**src/rtl/core/gdiq_pkg.sv**
```systemverilog
// ----------------------------------------------------------------------------
// gdiq_pkg: shared definitions of the debounced interrupt qualifier
// Field widths, register indexes, trigger mode codes and the settings
// structure that the register block hands to the qualifier.
// ----------------------------------------------------------------------------
package gdiq_pkg;

  localparam int unsigned TICK_MS = 10;

  localparam int unsigned MODE_W  = 3;
  localparam int unsigned DEB_W   = 16;
  localparam int unsigned TICKS_W = 16;
  localparam int unsigned CFG_W   = 16;
  localparam int unsigned CFG_IDX_W = 1;

  localparam logic [CFG_IDX_W-1:0] REG_TRIGGER_MODE = 1'd0;
  localparam logic [CFG_IDX_W-1:0] REG_DEBOUNCE_MS  = 1'd1;

  localparam logic [MODE_W-1:0] MODE_NONE    = 3'd0;
  localparam logic [MODE_W-1:0] MODE_FALLING = 3'd1;
  localparam logic [MODE_W-1:0] MODE_RISING  = 3'd2;
  localparam logic [MODE_W-1:0] MODE_BOTH    = 3'd3;
  localparam logic [MODE_W-1:0] MODE_HIGH    = 3'd4;
  localparam logic [MODE_W-1:0] MODE_LOW     = 3'd5;

  // Division of the debounce time by TICK_MS is done with an exact reciprocal.
  localparam int unsigned DIV_SHIFT = DEB_W + $clog2(TICK_MS);
  localparam longint unsigned DIV_RECIP =
    ((64'd1 << DIV_SHIFT) + TICK_MS - 1) / TICK_MS;
  localparam int unsigned PROD_W = DEB_W + DIV_SHIFT + 1;

  typedef struct packed {
    logic [MODE_W-1:0]  mode;
    logic               deb_en;
    logic [TICKS_W-1:0] reload;
  } gdiq_cfg_t;

endpackage

```
**src/rtl/core/gdiq_cfg.sv**
```systemverilog
// ----------------------------------------------------------------------------
// gdiq_cfg: configuration registers
// Holds the trigger mode and the debounce setting, the latter kept as the
// number of ticks that one arming of the debounce timer loads.
// ----------------------------------------------------------------------------
module gdiq_cfg (
  input  logic                            clk,
  input  logic                            rst,
  input  logic                            cfg_write,
  input  logic [gdiq_pkg::CFG_IDX_W-1:0]  cfg_index,
  input  logic [gdiq_pkg::CFG_W-1:0]      cfg_data,
  output gdiq_pkg::gdiq_cfg_t             cfg
);
  import gdiq_pkg::*;

  logic [PROD_W-1:0]  prod;
  logic [TICKS_W-1:0] quot;
  logic [TICKS_W-1:0] reload_next;

  assign prod = PROD_W'(cfg_data[DEB_W-1:0]) * PROD_W'(DIV_RECIP);
  assign quot = prod[DIV_SHIFT +: TICKS_W];
  assign reload_next = (quot == '0) ? TICKS_W'(1) : quot;

  always_ff @(posedge clk) begin
    if (rst) begin
      cfg.mode   <= MODE_NONE;
      cfg.deb_en <= 1'b0;
      cfg.reload <= TICKS_W'(1);
    end else if (cfg_write) begin
      case (cfg_index)
        REG_TRIGGER_MODE: cfg.mode <= cfg_data[MODE_W-1:0];
        REG_DEBOUNCE_MS: begin
          cfg.deb_en <= (cfg_data[DEB_W-1:0] != '0);
          cfg.reload <= reload_next;
        end
        default: ;
      endcase
    end
  end

endmodule

```
**src/rtl/core/gdiq_qual.sv**
```systemverilog
// ----------------------------------------------------------------------------
// gdiq_qual: trigger detection and debounce timer
// Updates the pin history and the debounce timer for one request and tells
// whether that request raises a qualified event.
// ----------------------------------------------------------------------------
module gdiq_qual (
  input  logic                clk,
  input  logic                rst,
  input  gdiq_pkg::gdiq_cfg_t cfg,
  input  logic                fire,
  input  logic                level,
  input  logic                tick,
  output logic                emit
);
  import gdiq_pkg::*;

  logic               previous_level;
  logic               waiting_flag;
  logic               expected_level;
  logic [TICKS_W-1:0] ticks_left;

  logic               waiting_flag_next;
  logic               expected_level_next;
  logic [TICKS_W-1:0] ticks_left_next;
  logic [TICKS_W-1:0] ticks_dec;
  logic               trig;

  always_comb begin
    case (cfg.mode)
      MODE_FALLING: trig = previous_level & ~level;
      MODE_RISING:  trig = ~previous_level & level;
      MODE_BOTH:    trig = previous_level ^ level;
      MODE_HIGH:    trig = level;
      MODE_LOW:     trig = ~level;
      default:      trig = 1'b0;
    endcase
  end

  assign ticks_dec = (ticks_left != '0) ? ticks_left - TICKS_W'(1) : ticks_left;

  always_comb begin
    waiting_flag_next   = waiting_flag;
    expected_level_next = expected_level;
    ticks_left_next     = ticks_left;
    emit                = 1'b0;
    if (waiting_flag && tick) begin
      ticks_left_next = ticks_dec;
      if (ticks_dec == '0) begin
        if (level == expected_level) begin
          emit = 1'b1;
          if (cfg.mode == MODE_BOTH) begin
            expected_level_next = ~expected_level;
          end
        end
        waiting_flag_next = 1'b0;
      end
    end
    if (!waiting_flag_next && trig) begin
      if (cfg.deb_en) begin
        waiting_flag_next   = 1'b1;
        expected_level_next = level;
        ticks_left_next     = cfg.reload;
      end else begin
        emit = 1'b1;
      end
    end
  end

  always_ff @(posedge clk) begin
    if (rst) begin
      previous_level <= 1'b0;
      waiting_flag   <= 1'b0;
      expected_level <= 1'b0;
      ticks_left     <= '0;
    end else if (fire) begin
      previous_level <= level;
      waiting_flag   <= waiting_flag_next;
      expected_level <= expected_level_next;
      ticks_left     <= ticks_left_next;
    end
  end

endmodule

```
**src/rtl/core/gpio_debounced_interrupt_qualifier_top.sv**
```systemverilog
// ----------------------------------------------------------------------------
// gpio_debounced_interrupt_qualifier_top: debounced pin interrupt qualifier
// Each input request carries one sampled pin level and a tick flag. The
// block detects the trigger chosen by trigger_mode and, when debounce_ms is
// nonzero, confirms it after max(1, debounce_ms / TICK_MS) ticks.
// A request enters on in_valid/in_ready and is held in an input register.
// Once the output register can take it, the request updates the pin
// history and the debounce timer; if it raises an event, event_level is
// loaded into the output register and shown on out_valid/out_ready.
// Requests that raise no event give no output. One request is taken every
// cycle while the receiver does not stall; the rate is set by the state
// update between the input and output registers. When the receiver stalls
// with an event pending, the input register holds one more request and
// in_ready falls. Configuration writes on cfg_write/cfg_index/cfg_data are
// registered; the debounce tick count is computed from the write data. Reset
// clears valid and qualifier state, selects no trigger, disables debouncing.
// ----------------------------------------------------------------------------
module gpio_debounced_interrupt_qualifier_top (
  input  logic                            clk,
  input  logic                            rst,
  input  logic                            cfg_write,
  input  logic [gdiq_pkg::CFG_IDX_W-1:0]  cfg_index,
  input  logic [gdiq_pkg::CFG_W-1:0]      cfg_data,
  input  logic                            in_valid,
  output logic                            in_ready,
  input  logic                            pin_level,
  input  logic                            tick,
  output logic                            out_valid,
  input  logic                            out_ready,
  output logic                            event_level
);
  import gdiq_pkg::*;

  gdiq_cfg_t cfg;
  logic      s1_valid;
  logic      s1_level;
  logic      s1_tick;
  logic      s1_fire;
  logic      emit;

  assign s1_fire  = s1_valid && (!out_valid || out_ready);
  assign in_ready = !s1_valid || s1_fire;

  gdiq_cfg u_cfg (
    .clk       (clk),
    .rst       (rst),
    .cfg_write (cfg_write),
    .cfg_index (cfg_index),
    .cfg_data  (cfg_data),
    .cfg       (cfg)
  );

  gdiq_qual u_qual (
    .clk   (clk),
    .rst   (rst),
    .cfg   (cfg),
    .fire  (s1_fire),
    .level (s1_level),
    .tick  (s1_tick),
    .emit  (emit)
  );

  always_ff @(posedge clk) begin
    if (rst) begin
      s1_valid <= 1'b0;
    end else if (in_ready) begin
      s1_valid <= in_valid;
    end
  end

  always_ff @(posedge clk) begin
    if (in_ready && in_valid) begin
      s1_level <= pin_level;
      s1_tick  <= tick;
    end
  end

  always_ff @(posedge clk) begin
    if (rst) begin
      out_valid <= 1'b0;
    end else if (s1_fire) begin
      out_valid <= emit;
    end else if (out_ready) begin
      out_valid <= 1'b0;
    end
  end

  always_ff @(posedge clk) begin
    if (s1_fire && emit) begin
      event_level <= s1_level;
    end
  end

endmodule
```
**config.mk**
```make
export PLATFORM = sky130hd
export DESIGN_NAME = gpio_debounced_interrupt_qualifier_top
export DESIGN_NICKNAME = d
export VERILOG_FILES = /design/src/rtl/core/gdiq_pkg.sv /design/src/rtl/core/gdiq_cfg.sv /design/src/rtl/core/gdiq_qual.sv /design/src/rtl/core/gpio_debounced_interrupt_qualifier_top.sv
export SDC_FILE = /design/constraint.sdc
export NUM_CORES = 1
export LEC_CHECK = 0
export ABC_AREA = 1
export ABC_CLOCK_PERIOD_IN_PS = 7900
export BUFFER_PORTS_ARGS = -buffer_cell sky130_fd_sc_hd__buf_2
export CORE_ASPECT_RATIO = 0.6
export CORE_MARGIN = 4
export CORE_UTILIZATION = 65
export DETAILED_ROUTE_END_ITERATION = 7
export PLACE_DENSITY_LB_ADDON = 0.05
export SETUP_SLACK_MARGIN = 0.1
export SLEW_MARGIN = 20
export SYNTH_ARGS = -nofsm -noshare
export SYNTH_HDL_FRONTEND = slang
export SYNTH_SLANG_ARGS = --single-unit
```
**constraint.sdc**
```tcl
create_clock -name clk -period 7.9 [get_ports clk]
set_clock_uncertainty 0.1 [all_clocks]
set_input_delay 1.185 -clock clk [delete_from_list [all_inputs] [get_ports clk]]
set_output_delay 1.185 -clock clk [all_outputs]
set_load 0.01 [all_outputs]
```
# Word-level counts from Yosys, hierarchy flattened
# Index checks and enable logic that the tools add are counted.
dict set report op_classes {
  n_addsub 1
  bitwise 7
  n_eq_ne 6
  mul 1
  n_reduce_logical 17
  n_mux 23
}
# cell count
set ops {}
lappend ops {{$mux 16} 4}
lappend ops {{$logic_not 16->1} 2}
lappend ops {{$mul 16x16->32 const B} 1}
lappend ops {{$reduce_bool 16->1} 2}
lappend ops {{$mux 1} 17}
lappend ops {{$sub 16x1->16 const B} 1}
lappend ops {{$mux 13} 1}
lappend ops {{$eq 3x2->1 const B} 2}
lappend ops {{$eq 3x3->1 const B} 2}
lappend ops {{$logic_and 1x1->1} 5}
lappend ops {{$pmux 1 s5} 1}
lappend ops {{$not 1->1} 4}
lappend ops {{$reduce_and 2->1} 2}
lappend ops {{$eq 3x1->1 const B} 1}
lappend ops {{$logic_not 1->1} 3}
lappend ops {{$and 1x1->1} 2}
lappend ops {{$logic_or 1x1->1} 2}
lappend ops {{$reduce_bool 2->1} 1}
lappend ops {{$eq 1x1->1} 1}
lappend ops {{$xor 1x1->1} 1}
dict set report totals {
  elab_cells 67
  input_bits 24
  output_inout_bits 3
  reg_bits 44
}

# Depth between registers and ports, before layout
# Gate-level depths: netlist of run 1.
dict set report depth {
  word_depth 9
  depth_mapped 31
}

# Hierarchy
# A second synthesis of run 1 with hierarchy kept.
dict set report hier_totals {
  cells_unflattened 1230
  area_unflattened_um2 8430.6
}
# module cells_per_inst area_per_inst_um2 instances seq_area_each_um2
set by_module_without_submodules {}
lappend by_module_without_submodules {gdiq_cfg 865 6343.6 1 340.3}
lappend by_module_without_submodules {gdiq_qual 344 1891.8 1 380.4}
lappend by_module_without_submodules {gpio_debounced_interrupt_qualifier_top 21 195.2 1 130.1}

# Least setup slack after synthesis of run 1
# OpenSTA, ideal clock, no wires.
dict set report synth_timing {
  path_type {input -> register}
  start {input port cfg_data[4] (netlist name)}
  end {register, netlist name u_cfg.cfg[0]}
  arrival_time_ns 5.752
  setup_time_ns 0.059
  n_path_buf 0
  setup_slack_ns 1.989
  stages 26
  required_ns 7.741
  path_cell_list {inv_1 > ha_1 > xor2_1 > ha_1 > fa_1 > inv_1 > fa_1 > inv_1 > fa_1 > inv_1 > fa_1 > inv_1 > ha_1 > inv_1 > o21ai_0 > a21oi_1 > nand2_1 > a21oi_1 > nand3_1 > nand2_1 > nand2_1 > nor3_1 > nand2_1 > nand2_1 > nand2_1 > nand2_1}
}
dict set report synth_between {
  elab_chain_cells 3
}
# item line
set synth_lines {}
lappend synth_lines {{start, declared} gpio_debounced_interrupt_qualifier_top.sv:23} ;# input logic [gdiq_pkg::CFG_W-1:0] cfg_data,
lappend synth_lines {{$mul 16x16->32 (*)} gdiq_cfg.sv:20} ;# assign prod = PROD_W'(cfg_data[DEB_W-1:0]) * PROD_W'(DIV_RECIP);
lappend synth_lines {{$logic_not 16->1} gdiq_cfg.sv:22} ;# assign reload_next = (quot == '0) ? TICKS_W'(1) : quot;
lappend synth_lines {{$mux 13 (*)} gdiq_cfg.sv:22}
# Mark *: on every way between the ends. The rest lies on a longest branch, timed or not.
# A chain may end at the register's enable or synchronous reset.

# Final worst setup path of run 1
dict set report layout_timing {
  start {input port cfg_data[7] (netlist name)}
  end {register, netlist name u_cfg.cfg[0]}
}
dict set report layout_between {
  elab_chain_cells 3
}
# item line
set layout_lines {}
lappend layout_lines {{$mul 16x16->32 (*)} gdiq_cfg.sv:20}
lappend layout_lines {{$logic_not 16->1} gdiq_cfg.sv:22}
lappend layout_lines {{$mux 13 (*)} gdiq_cfg.sv:22}
# Marks and branches as above.

==> impl_metrics.env, run 1 <==
export IMPL_yosysWarningCount=0
export IMPL_drc=0
export IMPL_clk_latency_ps=290
export IMPL_yosysTopAreaCellShare=0.217
export IMPL_setup_tns_ps=0
export IMPL_row_count=31
export IMPL_clkSinkCount=41
export IMPL_area_growth_pct=5.22
export IMPL_drive_gt1_frac=0.0412
export IMPL_grt_ovfl_total=0
export IMPL_cp_buffers_inverters=6
export IMPL_nets=1457
export IMPL_crit_slowest_cell="fa_1"
export IMPL_worstMarginPinSlew_ps=781
export IMPL_track_usage=0.336
export IMPL_multiInputGateArea_sq_um=6210
export IMPL_dpl_cell_area_sq_um=8470
export IMPL_cap_violations=0
export IMPL_hpwl_um=20400
export IMPL_synth_cell_types=38
export IMPL_holdBufCountCts=0
export IMPL_reg2regPathDepth=16
export IMPL_post_cts_resized=0
export IMPL_final_cell_mix="nand2_1 (303), inv_1 (276), ha_1 (142)"
export IMPL_crit_arrival_ps=6540
export IMPL_critPathLaunchType="input port"
export IMPL_fill_cells=1087
export IMPL_cpPeakStageDelay_ps=580
export IMPL_period_share=0.812
export IMPL_min_to="u_cfg.cfg[3]$_SDFFE_PP0P_"
export IMPL_p_per_area_nw_per_um2=404
export IMPL_status="complete, no violations"
export IMPL_dieArea_sq_um=14500
export IMPL_drt_initial_drc_count=778
export IMPL_start_util=0.673
export IMPL_h_tree_depth=2
export IMPL_min_period_ps=6410
export IMPL_leakagePower_nw=4.93
export IMPL_hold_viol_final=0
export IMPL_viasPerCell=5.62
export IMPL_setup_viol=0
export IMPL_cpMostUsedCell="nand2_1"
export IMPL_clk_path_buf_depth=2
export IMPL_root_buffer="clkbuf_16"
export IMPL_cts_buffers=5
export IMPL_final_max_slew_viol_count=0
export IMPL_wirelength_um=23400
export IMPL_post_drt_wl_per_cell_um=17.0
export IMPL_grt_pass1_vias=7164
export IMPL_ant_nets=0
export IMPL_port_buffers=26
export IMPL_hold_path_class="reg2reg"
export IMPL_yosysTopAreaCell="ha_1"
export IMPL_core_sq_um=12200
export IMPL_path_class="in2reg"
export IMPL_synth_nets=1439
export IMPL_register_area_sq_um=851
export IMPL_die_h_um=95.0
export IMPL_dr_total_vias=7750
export IMPL_grt_max_degree=32
export IMPL_ys_seq_area_frac=0.104
export IMPL_post_cts_buffers=0
export IMPL_design_area_sq_um=8630
export IMPL_setup_reg_to_reg_worst_slack_ps=4690
export IMPL_antenna_found_initial=0
export IMPL_crit_family="adder cells"
export IMPL_cts_tree="built"
export IMPL_ir_drop_mv=0.352
export IMPL_rr_endpoint="u_qual.ticks_left[7]$_SDFFE_PP0P_"
export IMPL_worst_setup_path_end_kind="flip-flop"
export IMPL_diodes=0
export IMPL_rr_startpoint="u_qual.ticks_left[5]$_SDFFE_PP0P_"
export IMPL_synthCells=1194
export IMPL_synth_area_leaders="ha_1 (22%), fa_1 (19%), nand2_1 (14%), inv_1 (13%), dfxtp_1 (9.3%)"
export IMPL_rsz0062_at_grt="no"
export IMPL_die_x_um=153
export IMPL_ys_ff_latch=41
export IMPL_grt_pass1_wl_um=38100
export IMPL_drt_pass1_iterations=5
export IMPL_synth_area_per_cell_sq_um=6.87
export IMPL_final_common_cell="nand2_1"
export IMPL_slew_headroom=0.478
export IMPL_synthesis_area_sq_um=8200
export IMPL_io_pin_count=27
export IMPL_min_from="u_cfg.cfg[3]$_SDFFE_PP0P_"
export IMPL_max_clock_freq_mhz=156
export IMPL_path_max_fanout=6
export IMPL_hold_depth=2
export IMPL_crit_required_ps=8030
export IMPL_clk_pin_slew_ps=60
export IMPL_finalWeightedCongestion=1.05
-- cell families after synthesis --
logic type / share of synthesized area
flip-flops: 0.104
AND/OR/NAND/NOR: 0.251
buffers and inverters: 0.139
AO/OA/AOI/OAI: 0.0845
XOR/XNOR: 0.0128
adder cells (fa/ha/maj): 0.410
-- worst min-delay path, cell delays in order (launching register included) --
cell     delay, ps
dfxtp_1        300
nand2_1         60
a21oi_1         60
-- metrics by stage --
stage                     utilization  instances  worst slack (ps)  total power [mW]  hold slack (ps)
after floorplan                     -       1194              1990              2.40              341
after global placement          0.695       1370              1320              3.12              354
after detailed placement        0.695       1370              1340              3.13              355
after CTS                       0.708       1378              1580              3.38              365
after global routing            0.708       1378              1180              3.89              388
final                           0.708       1378              1490              3.48              366
-- power breakdown --
part / internal, mW / switching (mW) / total [mW]
Clock: 0.134 / 0.0888 / 0.223
Sequential: 0.232 / 0.0158 / 0.248
Combinational: 0.997 / 2.01 / 3.01
-- Yosys cell counts (all sizes together) --
master   number
nand2       308
inv         279
ha          142
nor2         88
fa           79
nand3        63
a21oi        62
o21ai        47
dfxtp        38
nand4        17
clkbuf       12
nor3         10
xor2          9
buf           5
nand3b        5
o21bai        5
a21o          3
edfxtp        3
o31ai         3
xnor2         3
clkinv        2
o2111ai       2
o211ai        2
o21a          2
a21boi        1
a221o         1
and2          1
nor3b         1
nor4          1
-- metal layers --
metal / vias to the layer above / track usage / share of wire
li1: 3736 / - / -
met1: 3571 / 0.539 / 0.49
met2: 429 / 0.416 / 0.34
met3: 14 / 0.152 / 0.17
met4: 0 / 0.0200 / 0.0042
met5: - / 0 / 0
-- cell type report --
| type | count | share of cell area |
|---|---|---|
| timing repair buffer | 28 | 0.0168 |
| tap | 165 | 0.0239 |
| sequential | 41 | 0.0986 |
| multi-input combinational | 855 | 0.720 |
| clock buffer | 7 | 0.0177 |
| clock inverter | 1 | 0.000580 |
| inverter | 281 | 0.122 |
-- state kept, by name, indices dropped and copies added (netlist names) --
name and flops:
u_cfg.cfg 17, u_qual.ticks_left 16, event_level 1, out_valid 1
s1_level 1, s1_tick 1, s1_valid 1, u_qual.expected_level 1
u_qual.previous_level 1, u_qual.waiting_flag 1
-- worst max path at each step --
stage | cells after the start | slack [ps] | to | startpoint
floorplan | 26 | 1990 | u_cfg.cfg[0]$_SDFFE_PP1P_ | cfg_data[4]
global placement | 26 | 1320 | u_cfg.cfg[0]$_SDFFE_PP1P_ | cfg_data[7]
detailed placement | 26 | 1340 | u_cfg.cfg[0]$_SDFFE_PP1P_ | cfg_data[2]
CTS | 26 | 1580 | u_cfg.cfg[0]$_SDFFE_PP1P_ | cfg_data[2]
global route | 26 | 1180 | u_cfg.cfg[0]$_SDFFE_PP1P_ | cfg_data[7]
finish | 26 | 1490 | u_cfg.cfg[0]$_SDFFE_PP1P_ | cfg_data[7]
Power figures use the tool's default switching activity.
==> run 2, diff against run 1 <==
ABC_AREA = 0   (was 1)
ABC_CLOCK_PERIOD_IN_PS = 5800   (was 7900)
CORE_UTILIZATION = 59   (was 65)
clock period = 5.8 ns   (was 7.9 ns; I/O delays follow)
==> impl_metrics.env, run 2 <==
export IMPL_h_tree_depth=2
export IMPL_rsz0062_at_grt="yes"
export IMPL_row_count=31
export IMPL_cts_buffers=5
export IMPL_path_cells="buf_2 -> ha_4 -> ha_4 -> inv_2 -> fa_1 -> inv_1 -> fa_1 -> fa_1 -> inv_1 -> fa_1 -> inv_1 -> ha_4 -> nand4_1 -> buf_4 -> buf_6 -> nor2_4 -> o311ai_4 -> a311oi_4 -> or3_4 -> a2111oi_2 -> nand4b_1 -> o41ai_2"
export IMPL_ys_ff_latch=41
export IMPL_die_h_um=95.0
export IMPL_synth_area_leaders="ha_1 (24%), fa_1 (21%), inv_1 (10%), dfxtp_1 (10%), a21oi_1 (3.0%)"
export IMPL_finalWeightedCongestion=1.04
export IMPL_min_period_ps=6140
export IMPL_final_common_cell="inv_1"
export IMPL_largest_reg_flops=17
export IMPL_cts_tree="built"
export IMPL_yosysMostFrequentCell="inv_1"
export IMPL_synth_nets=1121
export IMPL_cap_violations=0
export IMPL_nets=1258
export IMPL_hold_viol_final=0
export IMPL_drive_gt1_frac=0.286
export IMPL_yosysTopAreaCell="ha_1"
export IMPL_critPathLaunchType="input port"
export IMPL_grt_max_degree=37
export IMPL_top_register="u_cfg.cfg"
export IMPL_hpwl_um=20000
export IMPL_grt_pass1_wl_um=37600
export IMPL_die_x_um=153
export IMPL_period_share=1.06
export IMPL_violations="negative setup slack"
export IMPL_crit_slowest_cell="fa_1"
export IMPL_synth_cell_types=68
export IMPL_max_clock_freq_mhz=163
export IMPL_largestRegisters="u_cfg.cfg: 17 flops, u_qual.ticks_left: 16 flops"
export IMPL_crit_required_ps=5900
export IMPL_slew_headroom=0.330
export IMPL_grt_pass1_vias=6999
export IMPL_drc=0
export IMPL_status="finished, violations left"
export IMPL_synth_common_cells="inv_1 (207), ha_1 (142), fa_1 (79)"
export IMPL_synth_area_per_cell_sq_um=8.50
export IMPL_cpMostUsedCell="fa_1"
export IMPL_start_util=0.610
export IMPL_clk_path_buf_depth=2
export IMPL_path_class="in2reg"
export IMPL_drt_pass1_iterations=5
export IMPL_setup_viol=8
export IMPL_final_max_slew_viol_count=0
export IMPL_finalWorstSetupSlack_ps=-341
export IMPL_drt_initial_drc_count=681
export IMPL_yosysWarningCount=0
export IMPL_path_max_fanout=3
export IMPL_grt_ovfl_total=0
export IMPL_worst_setup_path_end_kind="flip-flop"
export IMPL_clk_latency_ps=300
export IMPL_antenna_found_initial=0
export IMPL_design_area_sq_um=9620
export IMPL_io_pin_count=27
export IMPL_synthesis_area_sq_um=7450
export IMPL_holdWs_ps=359
export IMPL_synth_edf_count=3
export IMPL_async_reset_ff_frac=0
export IMPL_area_growth_pct=29.1
export IMPL_root_buffer="clkbuf_16"
export IMPL_dieArea_sq_um=14500
export IMPL_track_usage=0.334
export IMPL_diodes=0
export IMPL_core_sq_um=12200
export IMPL_worstMarginPinSlew_ps=1000
export IMPL_hold_path_class="reg2reg"
export IMPL_wirelength_um=24200
export IMPL_post_drt_wl_per_cell_um=20.5
export IMPL_ys_seq_area_frac=0.114
export IMPL_clk_pin_slew_ps=60
export IMPL_synthFlopType="dfxtp_1"
export IMPL_dr_total_vias=7032
export IMPL_port_buffers=26
export IMPL_cpPeakStageDelay_ps=550
export IMPL_yosysTopAreaCellShare=0.238
export IMPL_viasPerCell=5.96
export IMPL_dpl_cell_area_sq_um=8740
export IMPL_final_cell_mix="inv_1 (183), buf_4 (128), ha_1 (113)"
export IMPL_crit_arrival_ps=6240
export IMPL_ant_nets=0
export IMPL_clkSinkCount=41
export IMPL_synthCells=876
-- run 2: kinds of logic after synthesis --
kind of cell,share of synthesized area
buffers and inverters,0.121
XOR/XNOR,0.0247
multiplexers,0.0134
AO/OA/AOI/OAI,0.128
adder cells (fa/ha/maj),0.451
AND/OR/NAND/NOR,0.148
flip-flops,0.114
-- run 2: repair_timing --
action	in CTS	in global routing
endpoints found under the setup margin	9	13
hold buffers	0	0
buffers inserted	6	7
pin swaps	31	36
resized for setup	52	86
-- run 2: per-stage QoR --
step | util | setup TNS [ps] | setup WS (ps) | std cells
finish | 0.787 | -895 | -341 | 1179
global route | 0.787 | -2560 | -599 | 1179
CTS | 0.751 | -502 | -250 | 1174
detailed placement | 0.715 | -4680 | -795 | 1160
global placement | 0.715 | -3930 | -636 | 1160
floorplan | - | -144 | -144 | 876
-- run 2: routing by layer --
| metal | global-route usage | wire, um | vias up |
|---|---|---|---|
| met3 | 0.137 | 3620 | 34 |
| met2 | 0.436 | 9060 | 396 |
| met4 | 0.0504 | 327 | 2 |
| met1 | 0.511 | 11100 | 3381 |
| met5 | 0.0544 | 115 | - |
| li1 | - | - | 3219 |
-- run 2: path summary, 6_finish.rpt --
kind / from / endpoint / slack, ps / cells after the start
max reg2reg: u_qual.ticks_left[0]$_SDFFE_PP0P_ / u_qual.ticks_left[12]$_SDFFE_PP0P_ / 1630 / 10
max: cfg_data[11] / u_cfg.cfg[0]$_SDFFE_PP1P_ / -340 / 22
min: u_cfg.cfg[2]$_SDFFE_PP0P_ / u_cfg.cfg[2]$_SDFFE_PP0P_ / 360 / 2
min reg2reg: u_cfg.cfg[2]$_SDFFE_PP0P_ / u_cfg.cfg[2]$_SDFFE_PP0P_ / 360 / 2
-- run 2: worst max-delay path, delay by kind of cell --
kind	cells	cell delay, ps
AO/OA/AOI/OAI	4	1120
adder cells (fa/ha/maj)	7	2840
buffers and inverters	7	660
AND/OR/NAND/NOR	4	750
-- run 2: final cells by class --
type / count / area [sq um]
repair buffers: 155 / 1180
multi-input cells: 603 / 6450
flip-flops and latches: 41 / 851
well taps: 165 / 206
inverters: 207 / 793
fillers: 797 / 2600
clock buffers: 6 / 129
clock inverters: 2 / 10.0
Power of run 2 is not shown: default switching activity piles up to over one toggle a cycle in this logic, so the estimate is an artifact.
